===== src/hw/rtl/modular_power_ternary_digits_top_assert.svh =====
// Assertion macros for the modular power block with ternary exponent digits.
// Included by the top level; the macros refer to its clock and reset ports.
`ifndef MODULAR_POWER_TERNARY_DIGITS_TOP_ASSERT_SVH
`define MODULAR_POWER_TERNARY_DIGITS_TOP_ASSERT_SVH

// The consequent must hold in the same cycle as the antecedent.
`define MPTD_CHECK_SAME(lbl, ante, cons) \
   lbl: assert property (@(posedge clock) disable iff (reset) (ante) |-> (cons)) \
      else $error("%m: same-cycle check failed");

// The consequent must hold in the cycle after the antecedent.
`define MPTD_CHECK_NEXT(lbl, ante, cons) \
   lbl: assert property (@(posedge clock) disable iff (reset) (ante) |=> (cons)) \
      else $error("%m: next-cycle check failed");

`endif


===== src/hw/rtl/mptd_pkg.sv =====
// Shared types and codes for the modular power block with ternary exponent digits.
// Used by the controller, the datapath and the top level; depends on nothing.
package mptd_pkg;

   // Datapath operation codes.
   typedef logic [2:0] op_type;
   localparam op_type OP_NONE     = 3'd0;
   localparam op_type OP_RED_POW  = 3'd1;
   localparam op_type OP_RED_ACC  = 3'd2;
   localparam op_type OP_MUL_ACC  = 3'd3;
   localparam op_type OP_MUL_SQ   = 3'd4;
   localparam op_type OP_MUL_CUBE = 3'd5;

   // Ternary digit values that call for accumulator products.
   localparam logic [1:0] DIGIT_ONE = 2'd1;
   localparam logic [1:0] DIGIT_TWO = 2'd2;

   // Commands from the controller to the datapath.
   typedef struct packed {
      logic   load;
      logic   start;
      op_type op;
      logic   emit;
   } cmd_type;

   // Status from the datapath to the controller.
   typedef struct packed {
      logic       busy;
      logic       done;
      logic [1:0] digit;
      logic       last;
   } status_type;

endpackage


===== src/hw/rtl/modular_power_ternary_digits_top.sv =====
// Top level of the modular power block with ternary exponent digits, radix-3 right to left.
// Instantiates mptd_ctrl and mptd_datapath; uses mptd_pkg and the assertion macro header.
//
//   Channel  Direction  Handshake             Payload
//   req      in         req_tvalid/tready     tdata: base_value, digit; tuser: first_digit;
//                                             tlast: last_digit
//   rsp      out        rsp_tvalid/tready     tdata: power_mod
//   csr      in         csr_valid/csr_ready   csr_data: modulus
//
// Each request runs a reduction of the power and k = 2..4 products, each through the reducer;
// a last digit adds a final reduction of the accumulator and the load of the output register;
// the remainder unit handles one dividend bit per cycle.
// Reset is synchronous and active high; it sets the modulus and the accumulator to one.
// A finished response waits in the output register while the next request is taken;
// a last digit does not finish until that register is free. csr_ready is always high.
module modular_power_ternary_digits_top #(
   parameter int VALUE_WIDTH = 30,
   localparam int REQ_DATA_W = ((VALUE_WIDTH + 2 + 7) / 8) * 8,
   localparam int RSP_DATA_W = ((VALUE_WIDTH + 7) / 8) * 8
) (
   input  logic                   clock,
   input  logic                   reset,
   input  logic                   req_tvalid,
   output logic                   req_tready,
   input  logic [REQ_DATA_W-1:0]  req_tdata,   // base_value, digit (2 bits), zero padding
   input  logic                   req_tuser,   // first_digit
   input  logic                   req_tlast,   // last_digit
   output logic                   rsp_tvalid,
   input  logic                   rsp_tready,
   output logic [RSP_DATA_W-1:0]  rsp_tdata,   // power_mod, zero padding
   input  logic                   csr_valid,
   output logic                   csr_ready,
   input  logic [VALUE_WIDTH-1:0] csr_data
);

`include "modular_power_ternary_digits_top_assert.svh"

   mptd_pkg::cmd_type      cmd;
   mptd_pkg::status_type   status;
   logic [VALUE_WIDTH-1:0] power_mod;

   // Configuration writes are always taken.
   assign csr_ready = 1'b1;

   mptd_ctrl u_ctrl (
      .clock     (clock),
      .reset     (reset),
      .req_valid (req_tvalid),
      .req_ready (req_tready),
      .rsp_valid (rsp_tvalid),
      .rsp_ready (rsp_tready),
      .cmd       (cmd),
      .status    (status)
   );

   mptd_datapath #(
      .VALUE_WIDTH (VALUE_WIDTH)
   ) u_datapath (
      .clock       (clock),
      .reset       (reset),
      .cmd         (cmd),
      .status      (status),
      .csr_write   (csr_valid),
      .csr_data    (csr_data),
      .base_value  (req_tdata[VALUE_WIDTH-1:0]),
      .digit       (req_tdata[VALUE_WIDTH+1:VALUE_WIDTH]),
      .first_digit (req_tuser),
      .last_digit  (req_tlast),
      .power_mod   (power_mod)
   );

   assign rsp_tdata = RSP_DATA_W'(power_mod);

   // A request is only taken while no reduction is running.
   `MPTD_CHECK_SAME(a_req_when_quiet, req_tvalid && req_tready, !status.busy)
   // The controller never launches an operation over one still in flight.
   `MPTD_CHECK_SAME(a_start_when_quiet, cmd.start, !status.busy)
   // Loading the output register always presents a response next cycle.
   `MPTD_CHECK_NEXT(a_emit_shows, cmd.emit, rsp_tvalid)
   // After taking a request the block is busy with it.
   `MPTD_CHECK_NEXT(a_busy_after_req, req_tvalid && req_tready, !req_tready)

endmodule


===== src/hw/rtl/mptd_datapath.sv =====
// Datapath: modulus register, exponentiation state, multiplier and a bit-serial reducer.
// Depends on mptd_pkg for command and status types and operation codes.
module mptd_datapath #(
   parameter int VALUE_WIDTH = 30
) (
   input  logic                   clock,
   input  logic                   reset,
   input  mptd_pkg::cmd_type      cmd,
   output mptd_pkg::status_type   status,
   input  logic                   csr_write,
   input  logic [VALUE_WIDTH-1:0] csr_data,
   input  logic [VALUE_WIDTH-1:0] base_value,
   input  logic [1:0]             digit,
   input  logic                   first_digit,
   input  logic                   last_digit,
   output logic [VALUE_WIDTH-1:0] power_mod
);

   localparam int PROD_W = 2 * VALUE_WIDTH;
   localparam int CNT_W  = $clog2(PROD_W + 1);

   logic [VALUE_WIDTH-1:0] mod_ff, mod_in;
   logic [VALUE_WIDTH-1:0] power_ff, power_in;
   logic [VALUE_WIDTH-1:0] acc_ff, acc_in;
   logic [VALUE_WIDTH-1:0] tmp_ff, tmp_in;
   logic [VALUE_WIDTH-1:0] out_ff, out_in;
   logic [1:0]             digit_ff, digit_in;
   logic                   last_ff, last_in;
   logic [PROD_W-1:0]      div_ff, div_in;
   logic [VALUE_WIDTH-1:0] rem_ff, rem_in;
   logic [CNT_W-1:0]       cnt_ff, cnt_in;
   mptd_pkg::op_type       op_ff, op_in;
   logic                   busy_ff, busy_in;
   logic                   done_ff, done_in;

   logic [VALUE_WIDTH-1:0] eff_mod;
   logic [VALUE_WIDTH-1:0] mul_a, mul_b;
   logic [PROD_W-1:0]      product;
   logic [PROD_W-1:0]      start_div;
   logic [CNT_W-1:0]       start_len;
   logic [VALUE_WIDTH:0]   trial;
   logic [VALUE_WIDTH-1:0] rem_step;

   // A modulus of zero behaves as a modulus of one.
   assign eff_mod = (mod_ff == '0) ? VALUE_WIDTH'(1) : mod_ff;

   // Operand selection and the single multiplier.
   always_comb begin
      mul_a     = '0;
      mul_b     = '0;
      start_div = '0;
      start_len = '0;
      case (cmd.op)
         mptd_pkg::OP_RED_POW: begin
            start_div = {power_ff, {VALUE_WIDTH{1'b0}}};
            start_len = CNT_W'(VALUE_WIDTH);
         end
         mptd_pkg::OP_RED_ACC: begin
            start_div = {acc_ff, {VALUE_WIDTH{1'b0}}};
            start_len = CNT_W'(VALUE_WIDTH);
         end
         mptd_pkg::OP_MUL_ACC: begin
            mul_a     = acc_ff;
            mul_b     = power_ff;
            start_len = CNT_W'(PROD_W);
         end
         mptd_pkg::OP_MUL_SQ: begin
            mul_a     = power_ff;
            mul_b     = power_ff;
            start_len = CNT_W'(PROD_W);
         end
         mptd_pkg::OP_MUL_CUBE: begin
            mul_a     = tmp_ff;
            mul_b     = power_ff;
            start_len = CNT_W'(PROD_W);
         end
         default: begin
            start_len = '0;
         end
      endcase
      product = PROD_W'(mul_a) * PROD_W'(mul_b);
      if (start_len == CNT_W'(PROD_W)) begin
         start_div = product;
      end
   end

   // One restoring remainder step: shift in the next dividend bit, subtract if it fits.
   always_comb begin
      trial = {rem_ff, div_ff[PROD_W-1]};
      if (trial >= {1'b0, eff_mod}) begin
         rem_step = VALUE_WIDTH'(trial - {1'b0, eff_mod});
      end else begin
         rem_step = trial[VALUE_WIDTH-1:0];
      end
   end

   // Next-state logic for all datapath registers.
   always_comb begin
      mod_in   = mod_ff;
      power_in = power_ff;
      acc_in   = acc_ff;
      tmp_in   = tmp_ff;
      out_in   = out_ff;
      digit_in = digit_ff;
      last_in  = last_ff;
      div_in   = div_ff;
      rem_in   = rem_ff;
      cnt_in   = cnt_ff;
      op_in    = op_ff;
      busy_in  = busy_ff;
      done_in  = 1'b0;

      if (csr_write) begin
         mod_in = csr_data;
      end

      // Take a new request; a start digit loads the base and resets the accumulator.
      if (cmd.load) begin
         digit_in = digit;
         last_in  = last_digit;
         if (first_digit) begin
            power_in = base_value;
            acc_in   = VALUE_WIDTH'(1);
         end
      end

      // Launch a reduction, or advance the one in flight.
      if (cmd.start) begin
         div_in  = start_div;
         rem_in  = '0;
         cnt_in  = start_len;
         op_in   = cmd.op;
         busy_in = 1'b1;
      end else if (busy_ff) begin
         div_in = div_ff << 1;
         rem_in = rem_step;
         cnt_in = cnt_ff - CNT_W'(1);
         if (cnt_ff == CNT_W'(1)) begin
            busy_in = 1'b0;
            done_in = 1'b1;
            // The reduced accumulator only feeds the response, so the state keeps its value.
            case (op_ff)
               mptd_pkg::OP_RED_POW,
               mptd_pkg::OP_MUL_CUBE: power_in = rem_step;
               mptd_pkg::OP_MUL_ACC:  acc_in = rem_step;
               mptd_pkg::OP_RED_ACC,
               mptd_pkg::OP_MUL_SQ:   tmp_in = rem_step;
               default:               tmp_in = tmp_ff;
            endcase
         end
      end

      if (cmd.emit) begin
         out_in = tmp_ff;
      end
   end

   // The modulus, power, accumulator, busy and done registers are reset; the others are not.
   always_ff @(posedge clock) begin
      if (reset) begin
         mod_ff   <= VALUE_WIDTH'(1);
         power_ff <= '0;
         acc_ff   <= VALUE_WIDTH'(1);
         busy_ff  <= 1'b0;
         done_ff  <= 1'b0;
      end else begin
         mod_ff   <= mod_in;
         power_ff <= power_in;
         acc_ff   <= acc_in;
         busy_ff  <= busy_in;
         done_ff  <= done_in;
      end
   end

   always_ff @(posedge clock) begin
      tmp_ff   <= tmp_in;
      out_ff   <= out_in;
      digit_ff <= digit_in;
      last_ff  <= last_in;
      div_ff   <= div_in;
      rem_ff   <= rem_in;
      cnt_ff   <= cnt_in;
      op_ff    <= op_in;
   end

   assign status.busy  = busy_ff;
   assign status.done  = done_ff;
   assign status.digit = digit_ff;
   assign status.last  = last_ff;
   assign power_mod    = out_ff;

endmodule


===== src/hw/rtl/mptd_ctrl.sv =====
// Controller: sequences the reductions and products of one digit and the response.
// Depends on mptd_pkg for command and status types and operation codes.
module mptd_ctrl (
   input  logic                 clock,
   input  logic                 reset,
   input  logic                 req_valid,
   output logic                 req_ready,
   output logic                 rsp_valid,
   input  logic                 rsp_ready,
   output mptd_pkg::cmd_type    cmd,
   input  mptd_pkg::status_type status
);

   localparam logic [2:0] S_IDLE  = 3'd0;
   localparam logic [2:0] S_RPOW  = 3'd1;
   localparam logic [2:0] S_RACC  = 3'd2;
   localparam logic [2:0] S_MULA1 = 3'd3;
   localparam logic [2:0] S_MULA2 = 3'd4;
   localparam logic [2:0] S_SQ    = 3'd5;
   localparam logic [2:0] S_CUBE  = 3'd6;
   localparam logic [2:0] S_EMIT  = 3'd7;

   logic [2:0] state_ff, state_in;
   logic       issued_ff, issued_in;
   logic       rsp_valid_ff, rsp_valid_in;

   logic             in_op;
   mptd_pkg::op_type op_sel;
   logic [2:0]       op_next;
   logic             digit_mul;

   assign digit_mul = (status.digit == mptd_pkg::DIGIT_ONE) ||
                      (status.digit == mptd_pkg::DIGIT_TWO);

   // Operation and successor for each arithmetic state.
   always_comb begin
      in_op   = 1'b1;
      op_sel  = mptd_pkg::OP_NONE;
      op_next = S_IDLE;
      case (state_ff)
         S_RPOW: begin
            op_sel  = mptd_pkg::OP_RED_POW;
            op_next = digit_mul ? S_MULA1 : S_SQ;
         end
         S_MULA1: begin
            op_sel  = mptd_pkg::OP_MUL_ACC;
            op_next = (status.digit == mptd_pkg::DIGIT_TWO) ? S_MULA2 : S_SQ;
         end
         S_MULA2: begin
            op_sel  = mptd_pkg::OP_MUL_ACC;
            op_next = S_SQ;
         end
         S_SQ: begin
            op_sel  = mptd_pkg::OP_MUL_SQ;
            op_next = S_CUBE;
         end
         S_CUBE: begin
            op_sel  = mptd_pkg::OP_MUL_CUBE;
            op_next = status.last ? S_RACC : S_IDLE;
         end
         // On a last digit the accumulator is reduced once more for the response.
         S_RACC: begin
            op_sel  = mptd_pkg::OP_RED_ACC;
            op_next = S_EMIT;
         end
         default: begin
            in_op = 1'b0;
         end
      endcase
   end

   // State transitions and commands.
   always_comb begin
      state_in     = state_ff;
      issued_in    = issued_ff;
      rsp_valid_in = rsp_valid_ff && !rsp_ready;
      cmd.load     = 1'b0;
      cmd.start    = 1'b0;
      cmd.op       = op_sel;
      cmd.emit     = 1'b0;

      if (in_op) begin
         // Issue the operation once, then wait for the reducer to finish.
         if (!issued_ff) begin
            cmd.start = 1'b1;
            issued_in = 1'b1;
         end else if (status.done) begin
            issued_in = 1'b0;
            state_in  = op_next;
         end
      end else begin
         case (state_ff)
            S_IDLE: begin
               if (req_valid) begin
                  cmd.load = 1'b1;
                  state_in = S_RPOW;
               end
            end
            S_EMIT: begin
               // Load the output register once it is empty or being drained.
               if (!rsp_valid_ff || rsp_ready) begin
                  cmd.emit     = 1'b1;
                  rsp_valid_in = 1'b1;
                  state_in     = S_IDLE;
               end
            end
            default: begin
               state_in = S_IDLE;
            end
         endcase
      end
   end

   always_ff @(posedge clock) begin
      if (reset) begin
         state_ff     <= S_IDLE;
         issued_ff    <= 1'b0;
         rsp_valid_ff <= 1'b0;
      end else begin
         state_ff     <= state_in;
         issued_ff    <= issued_in;
         rsp_valid_ff <= rsp_valid_in;
      end
   end

   assign req_ready = (state_ff == S_IDLE);
   assign rsp_valid = rsp_valid_ff;

endmodule


===== config.mk =====
export PLATFORM = sky130hd
export DESIGN_NAME = modular_power_ternary_digits_top
export DESIGN_NICKNAME = d
export VERILOG_FILES = /design/src/hw/rtl/mptd_pkg.sv /design/src/hw/rtl/modular_power_ternary_digits_top.sv /design/src/hw/rtl/mptd_datapath.sv /design/src/hw/rtl/mptd_ctrl.sv
export VERILOG_INCLUDE_DIRS = /design/src /design/src/hw/rtl
export SDC_FILE = /design/constraint.sdc
export NUM_CORES = 2
export LEC_CHECK = 0
export BUFFER_PORTS_ARGS = -buffer_cell sky130_fd_sc_hd__buf_2
export CAP_MARGIN = 20
export CORE_ASPECT_RATIO = 1.2
export CORE_MARGIN = 4
export CORE_UTILIZATION = 50
export CTS_CLUSTER_DIAMETER = 50
export DETAILED_ROUTE_END_ITERATION = 16
export MAX_ROUTING_LAYER = met4
export PLACE_DENSITY = 0.66
export SYNTH_ARGS = -nofsm -noshare
export SYNTH_HDL_FRONTEND = slang
export SYNTH_SLANG_ARGS = --single-unit

===== constraint.sdc =====
create_clock -name clock -period 17.2 [get_ports clock]
set_input_delay 0.86 -clock clock [delete_from_list [all_inputs] [get_ports clock]]
set_output_delay 0.86 -clock clock [all_outputs]
set_load 0.01 [all_outputs]

# ---- Yosys cells after proc, flatten, opt, wreduce, memory -nomap -nowiden
# Cells that the tools add are included.
dict set report op_classes {
  n_eq_ne 25
  n_lt_le_gt_ge 1
  reduce_logical 17
  mux 52
  n_addsub 2
  bitwise_logic 2
  multipliers 1
}
# operator count
set ops {}
lappend ops {{30-bit 2-to-1 mux} 15}
lappend ops {{60-bit 2-to-1 mux} 3}
lappend ops {{60-bit case mux with 2 select lines} 1}
lappend ops {{30-bit case mux with 3 select lines} 1}
lappend ops {{30-bit by 30-bit multiplier with 60-bit output} 1}
lappend ops {{31-bit by 30-bit greater-or-equal comparator with 1-bit output} 1}
lappend ops {{30-bit logical NOT} 1}
lappend ops {{30-bit subtractor} 1}
lappend ops {{3-bit equality test, second input constant} 8}
lappend ops {{1-bit 2-to-1 mux} 19}
lappend ops {{3-bit by 2-bit equality test with 1-bit output, second input constant} 6}
lappend ops {{3-bit 2-to-1 mux} 6}
lappend ops {{3-bit case mux with 6 select lines} 1}
lappend ops {{3-bit case mux with 5 select lines} 1}
lappend ops {{6-bit 2-to-1 mux} 2}
lappend ops {{6-bit case mux with 2 select lines} 1}
lappend ops {{3-bit by 1-bit equality test with 1-bit output, second input constant} 3}
lappend ops {{4-bit AND reduction} 2}
lappend ops {{2-bit OR reduction} 4}
lappend ops {{6-bit by 1-bit equality test with 1-bit output, second input constant} 1}
lappend ops {{6-bit equality test, second input constant} 1}
lappend ops {{3-bit case mux with 2 select lines} 1}
lappend ops {{3-bit OR reduction} 2}
lappend ops {{6-bit OR reduction} 1}
lappend ops {{13 further kinds} 17}
dict set report totals {
  register_bits 259
  output_inout_bits 35
  in_bits 69
  word_cells 116
}

# ---- Logic depth before layout (Yosys ltp)
dict set report logic_depth {
  word_depth 9
  mapped_depth 38
  depth_no_buf 34
}

# ---- By module
# From an unflattened synthesis, not the netlist that was laid out.
dict set report unflattened {
  hier_cells 4719
  area_unflattened_um2 42209.2
}
# mod n_inst seq_area_each_um2 area_each_um2 cells_each
set by_module_without_submodules {}
lappend by_module_without_submodules {mptd_datapath 1 6406.1 41756.3 4663}
lappend by_module_without_submodules {mptd_ctrl 1 100.1 422.9 51}
lappend by_module_without_submodules {modular_power_ternary_digits_top 1 0.0 30.0 5}

# ---- Least setup slack after synthesis
# OpenSTA, ideal clock, no wires.
dict set report synth_path {
  path_kind {flip-flop to flip-flop}
  startpoint {register u_ctrl.state_ff[1]}
  endpoint {register u_datapath.div_ff[51] (data pin)}
  period_less_slack_ns 8.790
  stages_incl_launch_ff 33
  setup_time_ns 0.269
  arrival_ns 8.521
  t_required_ns 16.931
  path_slack_ns 8.410
  path_buffers 5
  path_cell_list {dfxtp_1 clkbuf_1 clkbuf_1 mux2i_1 o21a_1 clkbuf_1 buf_1 nor2_1 fa_1 fa_1 inv_1 fa_1 fa_1 inv_1 fa_1 fa_1 fa_1 inv_1 fa_1 inv_1 ha_1 buf_2 nand2_1 nand2_1 a21o_1 or4b_1 o22a_1 a31oi_2 o21ba_2 o21ai_1 xor2_1 a222oi_1 o21ai_0}
}
dict set report synth_between {
  elab_chain_cells 9
  elab_cells_between_ends 26
  cone_classes {mul: 1; eq/ne: 12; mux: 9; reduce/logical: 4}
}
# element line
set synth_lines {}
lappend synth_lines {{start: declaration} mptd_ctrl.sv:23} ;# logic [2:0] state_ff, state_in;
lappend synth_lines {{start signal: assignment} mptd_ctrl.sv:120} ;# state_ff <= state_in;
lappend synth_lines {{3-bit by 2-bit equality test with 1-bit output / 3-bit equality test (equally long branches)} mptd_ctrl.sv:40} ;# case (state_ff)
lappend synth_lines {{2-bit OR reduction (no line)} n/a}
lappend synth_lines {{3-bit case mux with 5 select lines} mptd_ctrl.sv:40}
lappend synth_lines {{3-bit by 2-bit equality test with 1-bit output (tied with other cells)} mptd_datapath.sv:53} ;# case (cmd.op)
lappend synth_lines {{3-bit OR reduction (no line) / 2-bit OR reduction (equally long branches)} n/a}
lappend synth_lines {{30-bit 2-to-1 mux / 6-bit case mux with 2 select lines (equally long branches)} mptd_datapath.sv:53}
lappend synth_lines {{30-bit by 30-bit multiplier with 60-bit output / 6-bit equality test (equally long branches)} {mptd_datapath.sv:81, mptd_datapath.sv:82}}
lappend synth_lines {{60-bit 2-to-1 mux} mptd_datapath.sv:82} ;# if (start_len == CNT_W'(PROD_W)) begin
lappend synth_lines {{60-bit 2-to-1 mux (*)} mptd_datapath.sv:128} ;# if (cmd.start) begin
lappend synth_lines {{net u_datapath.div_in[51]} mptd_datapath.sv:29} ;# logic [PROD_W-1:0] div_ff, div_in;
lappend synth_lines {{end signal: assignment} mptd_datapath.sv:180} ;# div_ff <= div_in;
lappend synth_lines {{end: declaration} mptd_datapath.sv:29}
# Mark *: on every way through the listed nets, which the timed path passes. The rest lies on a longest branch.
# A chain may end at the register's enable or synchronous reset.

# ---- Worst setup path in the final report
dict set report layout_path {
  startpoint {register u_ctrl.state_ff[0]}
  endpoint {register u_datapath.div_ff[58] (data pin)}
}
# The elaborated chain is that of the path after synthesis.

==> flow_metrics.tcl <==
set metrics [dict create \
    drive_above_1_share_pct 6.61 \
    power.switching_mw 1.03 \
    rr_startpoint "u_ctrl.state_ff[0]$_SDFFE_PP0P_" \
    timing.fmax_ghz 0.0927 \
    rows 116 \
    place_area_um2 43600 \
    swShare_pct 40.4 \
    fin_nets 5828 \
    path_max_fanout 50 \
    synth_edf_count 132 \
    path_clk_slew_ps 60 \
    crit_path_start_kind "register" \
    setup_tns_ps 0 \
    dp_hpwl_mm 105 \
    cts_setup_buffers 0 \
    final_hold_viol_count 0 \
    dieHeight_um 326 \
    maxCapViolCount 0 \
    cp_top_family "adder cells" \
    ir_drop_mv 0.180 \
    wl_mm 136 \
    htree_levels 1 \
    cts-root-buf "clkbuf_16" \
    finalMaxSlewViolations 0 \
    yosys.area.top_type "fa_1" \
    syn_inst 4756 \
    finalSetupViolations 0 \
    path_depth 27 \
    num_vias 33500 \
    io_pins 104 \
    rrSetupSlack_ps 6410 \
    worstPathArrival_ps 11100 \
    worstReg2RegEnd "u_datapath.div_ff[58]$_DFFE_PP_" \
    cts.sinks 259 \
    clock_skew_ps 46.0 \
    first_global_vias 35700 \
    synth-compound-area-share_pct 10.6 \
    crit_buf_inv 3 \
    wl_per_cell_um 23.2 \
    rsz0062_at_grt "false" \
    io_buffers 100 \
    netlist_area_um2 42000 \
    die_w_um 273 \
    crit_top_cell "fa_1" \
    track_usage_pct 31.8 \
    hp-class "primary input to register" \
    slew_headroom_pct 19.0 \
    period_needed_ps 10790 \
    vias_per_cell 5.74 \
    yosys-top-cells-area "fa_1, edfxtp_1, ha_1, inv_1, dfxtp_1" \
    crit_start "u_ctrl.state_ff[0]$_SDFFE_PP0P_" \
    grt_pass1_wl_mm 209 \
    status "finished, final reports clean" \
    antenna_found_initial 2 \
    cp_slowest_cell "nand2_1" \
    power_density_nw_per_um2 57.2 \
    avgSynthCellArea_um2 8.84 \
    synth_xor_xnor_area_share_pct 1.85 \
    yosys-top-cells-count "inv_1, fa_1, nor2_1" \
    worstSetupPathType "register to register" \
    critPathCaptureType "register" \
    finalCritPeriodShare_pct 62.7 \
    synth_fa_ha_area_share_pct 45.5 \
    clkPwrFrac_pct 24.8 \
    tightest_slew_ps 1210 \
    synth.most_common_cell "inv_1" \
    share_comb_of_total_power_pct 42.0 \
    grt.overflow.total 0 \
    post_cts_resized 0 \
    synth_cell_types 86 \
    drc 0 \
    p_leak_nw 20.7 \
    synth-simple-area-share_pct 13.9 \
    core_area_um2 83500 \
    critPathMaxStageDelay_ps 760 \
    cts-buffers-inserted 29 \
    yosysSeqAreaShare_pct 15.5 \
    cp_data_required_time_ps 17520 \
    synth_top_cell_area_share_pct 37.2 \
    synthToLayoutAreaGrowth_pct 6.16 \
    crit_end "u_datapath.div_ff[58]$_DFFE_PP_" \
    cts_tree "yes" \
    seqPwrFrac_pct 33.2 \
    async_reset_ff_share_pct 0 \
    ant_nets 0 \
    finalWeightedCongestion 0.997 \
    grt_start_max_net_pins 70 \
    p_int_mw 1.52 \
    yosys_warnings 0 \
    synth-seq-cells 259 \
    synth_top_family_by_area "adder cells" \
    clockBufferDepth 3 \
    design_area_um2 44600 \
    first_iter_violations 2636 \
    fp.dieArea_um2 88800 \
    first_pass_iters 8 \
    ctsHoldBuffers 0 \
    synthMuxAreaShare_pct 1.87 \
    start_util_pct 50.4 \
    r2r_cells 27 \
    synthFlopType "edfxtp_1" \
    clk-insertion-delay-late_ps 600 \
]
[final cells by class]
class                           instances  area, µm²
Antenna cell                            2       5.00
Clock buffer                           35        768
Clock inverter                         19        196
Fill cell                            7784      38800
Inverter                              899       3370
Multi-Input combinational cell       3312      31100
Sequential cell                       259       6510
Tap cell                             1121       1400
Timing Repair Buffer                  196       1260
[metal layers]
metal / part of all wire [%] / track usage, % / wire length, µm
met1: 36 / 37.6 / 49100
met2: 48 / 52.5 / 65400
met3: 9.2 / 5.87 / 12500
met4: 6.5 / 15.2 / 8790
met5: 0 / - / 0
[cell families after synthesis]
group | Yosys count
other | 2
adders and majority gates | 1062
and+or+nand+nor | 1427
xor gates and xnor gates | 89
DFF | 259
muxes | 75
buffers and inverters | 1186
AOI/OAI and AO/OA | 656
[how the worst min path moves through the flow]
stage	from	endpoint	cells past startpoint
after floorplan	u_datapath.tmp_ff[0]$_DFFE_PP_	u_datapath.power_mod[0]$_DFFE_PP_	0
after global placement	u_datapath.tmp_ff[21]$_DFFE_PP_	u_datapath.power_mod[21]$_DFFE_PP_	0
after detailed placement	u_datapath.tmp_ff[10]$_DFFE_PP_	u_datapath.power_mod[10]$_DFFE_PP_	0
after CTS	req_tlast	u_datapath.last_ff$_DFFE_PP_	1
after global routing	req_tlast	u_datapath.last_ff$_DFFE_PP_	1
final	req_tdata[31]	u_datapath.digit_ff[1]$_DFFE_PP_	1
[cell usage in the layout, fill, tap and decap left out, drive strengths merged, types with 30 or more instances in the layout]
cell | netlist | final
a211oi | 59 | 59
a21o | 57 | 57
a21oi | 161 | 161
a22o | 30 | 30
and2 | 32 | 32
buf | 36 | 196
clkbuf | 251 | 35
dfxtp | 127 | 127
edfxtp | 132 | 132
fa | 781 | 781
ha | 281 | 281
inv | 897 | 904
mux2i | 75 | 75
nand2 | 585 | 585
nor2 | 638 | 638
nor2b | 42 | 42
o21a | 41 | 41
o21ai | 180 | 180
xnor2 | 58 | 58
xor2 | 31 | 31
[flip-flops by register name, indices dropped and copies added (netlist names), 6 cells and up]
signal / flops
u_datapath.tmp_ff: 30
u_datapath.rem_ff: 30
u_datapath.div_ff: 60
u_datapath.mod_ff: 30
u_datapath.power_mod: 30
u_datapath.acc_ff: 30
u_datapath.cnt_ff: 6
u_datapath.power_ff: 30
[metrics by stage]
stage               instances  total power [mW]  utilization [%]  hold slack, ps  setup slack, ps
floorplan                4757              1.68                -             426             8410
global placement         5784              1.90             52.3             437             6690
detailed placement       5786              1.92             52.3             450             6580
CTS                      5840              2.56             53.5             395             6500
global route             5843              2.71             53.5             412             6040
finish                   5843              2.55             53.5             434             6410
[power by group through the flow]
stage / Combinational [mW] / Clock [mW] / Sequential, mW
5_1_grt: 1.18 / 0.669 / 0.855
3_5_place_dp: 1.06 / 0 / 0.859
2_1_floorplan: 0.843 / 0 / 0.838
6_report: 1.07 / 0.633 / 0.848
4_1_cts: 1.07 / 0.646 / 0.846
3_3_place_gp: 1.04 / 0 / 0.858
(Power assumes the default switching activity.)
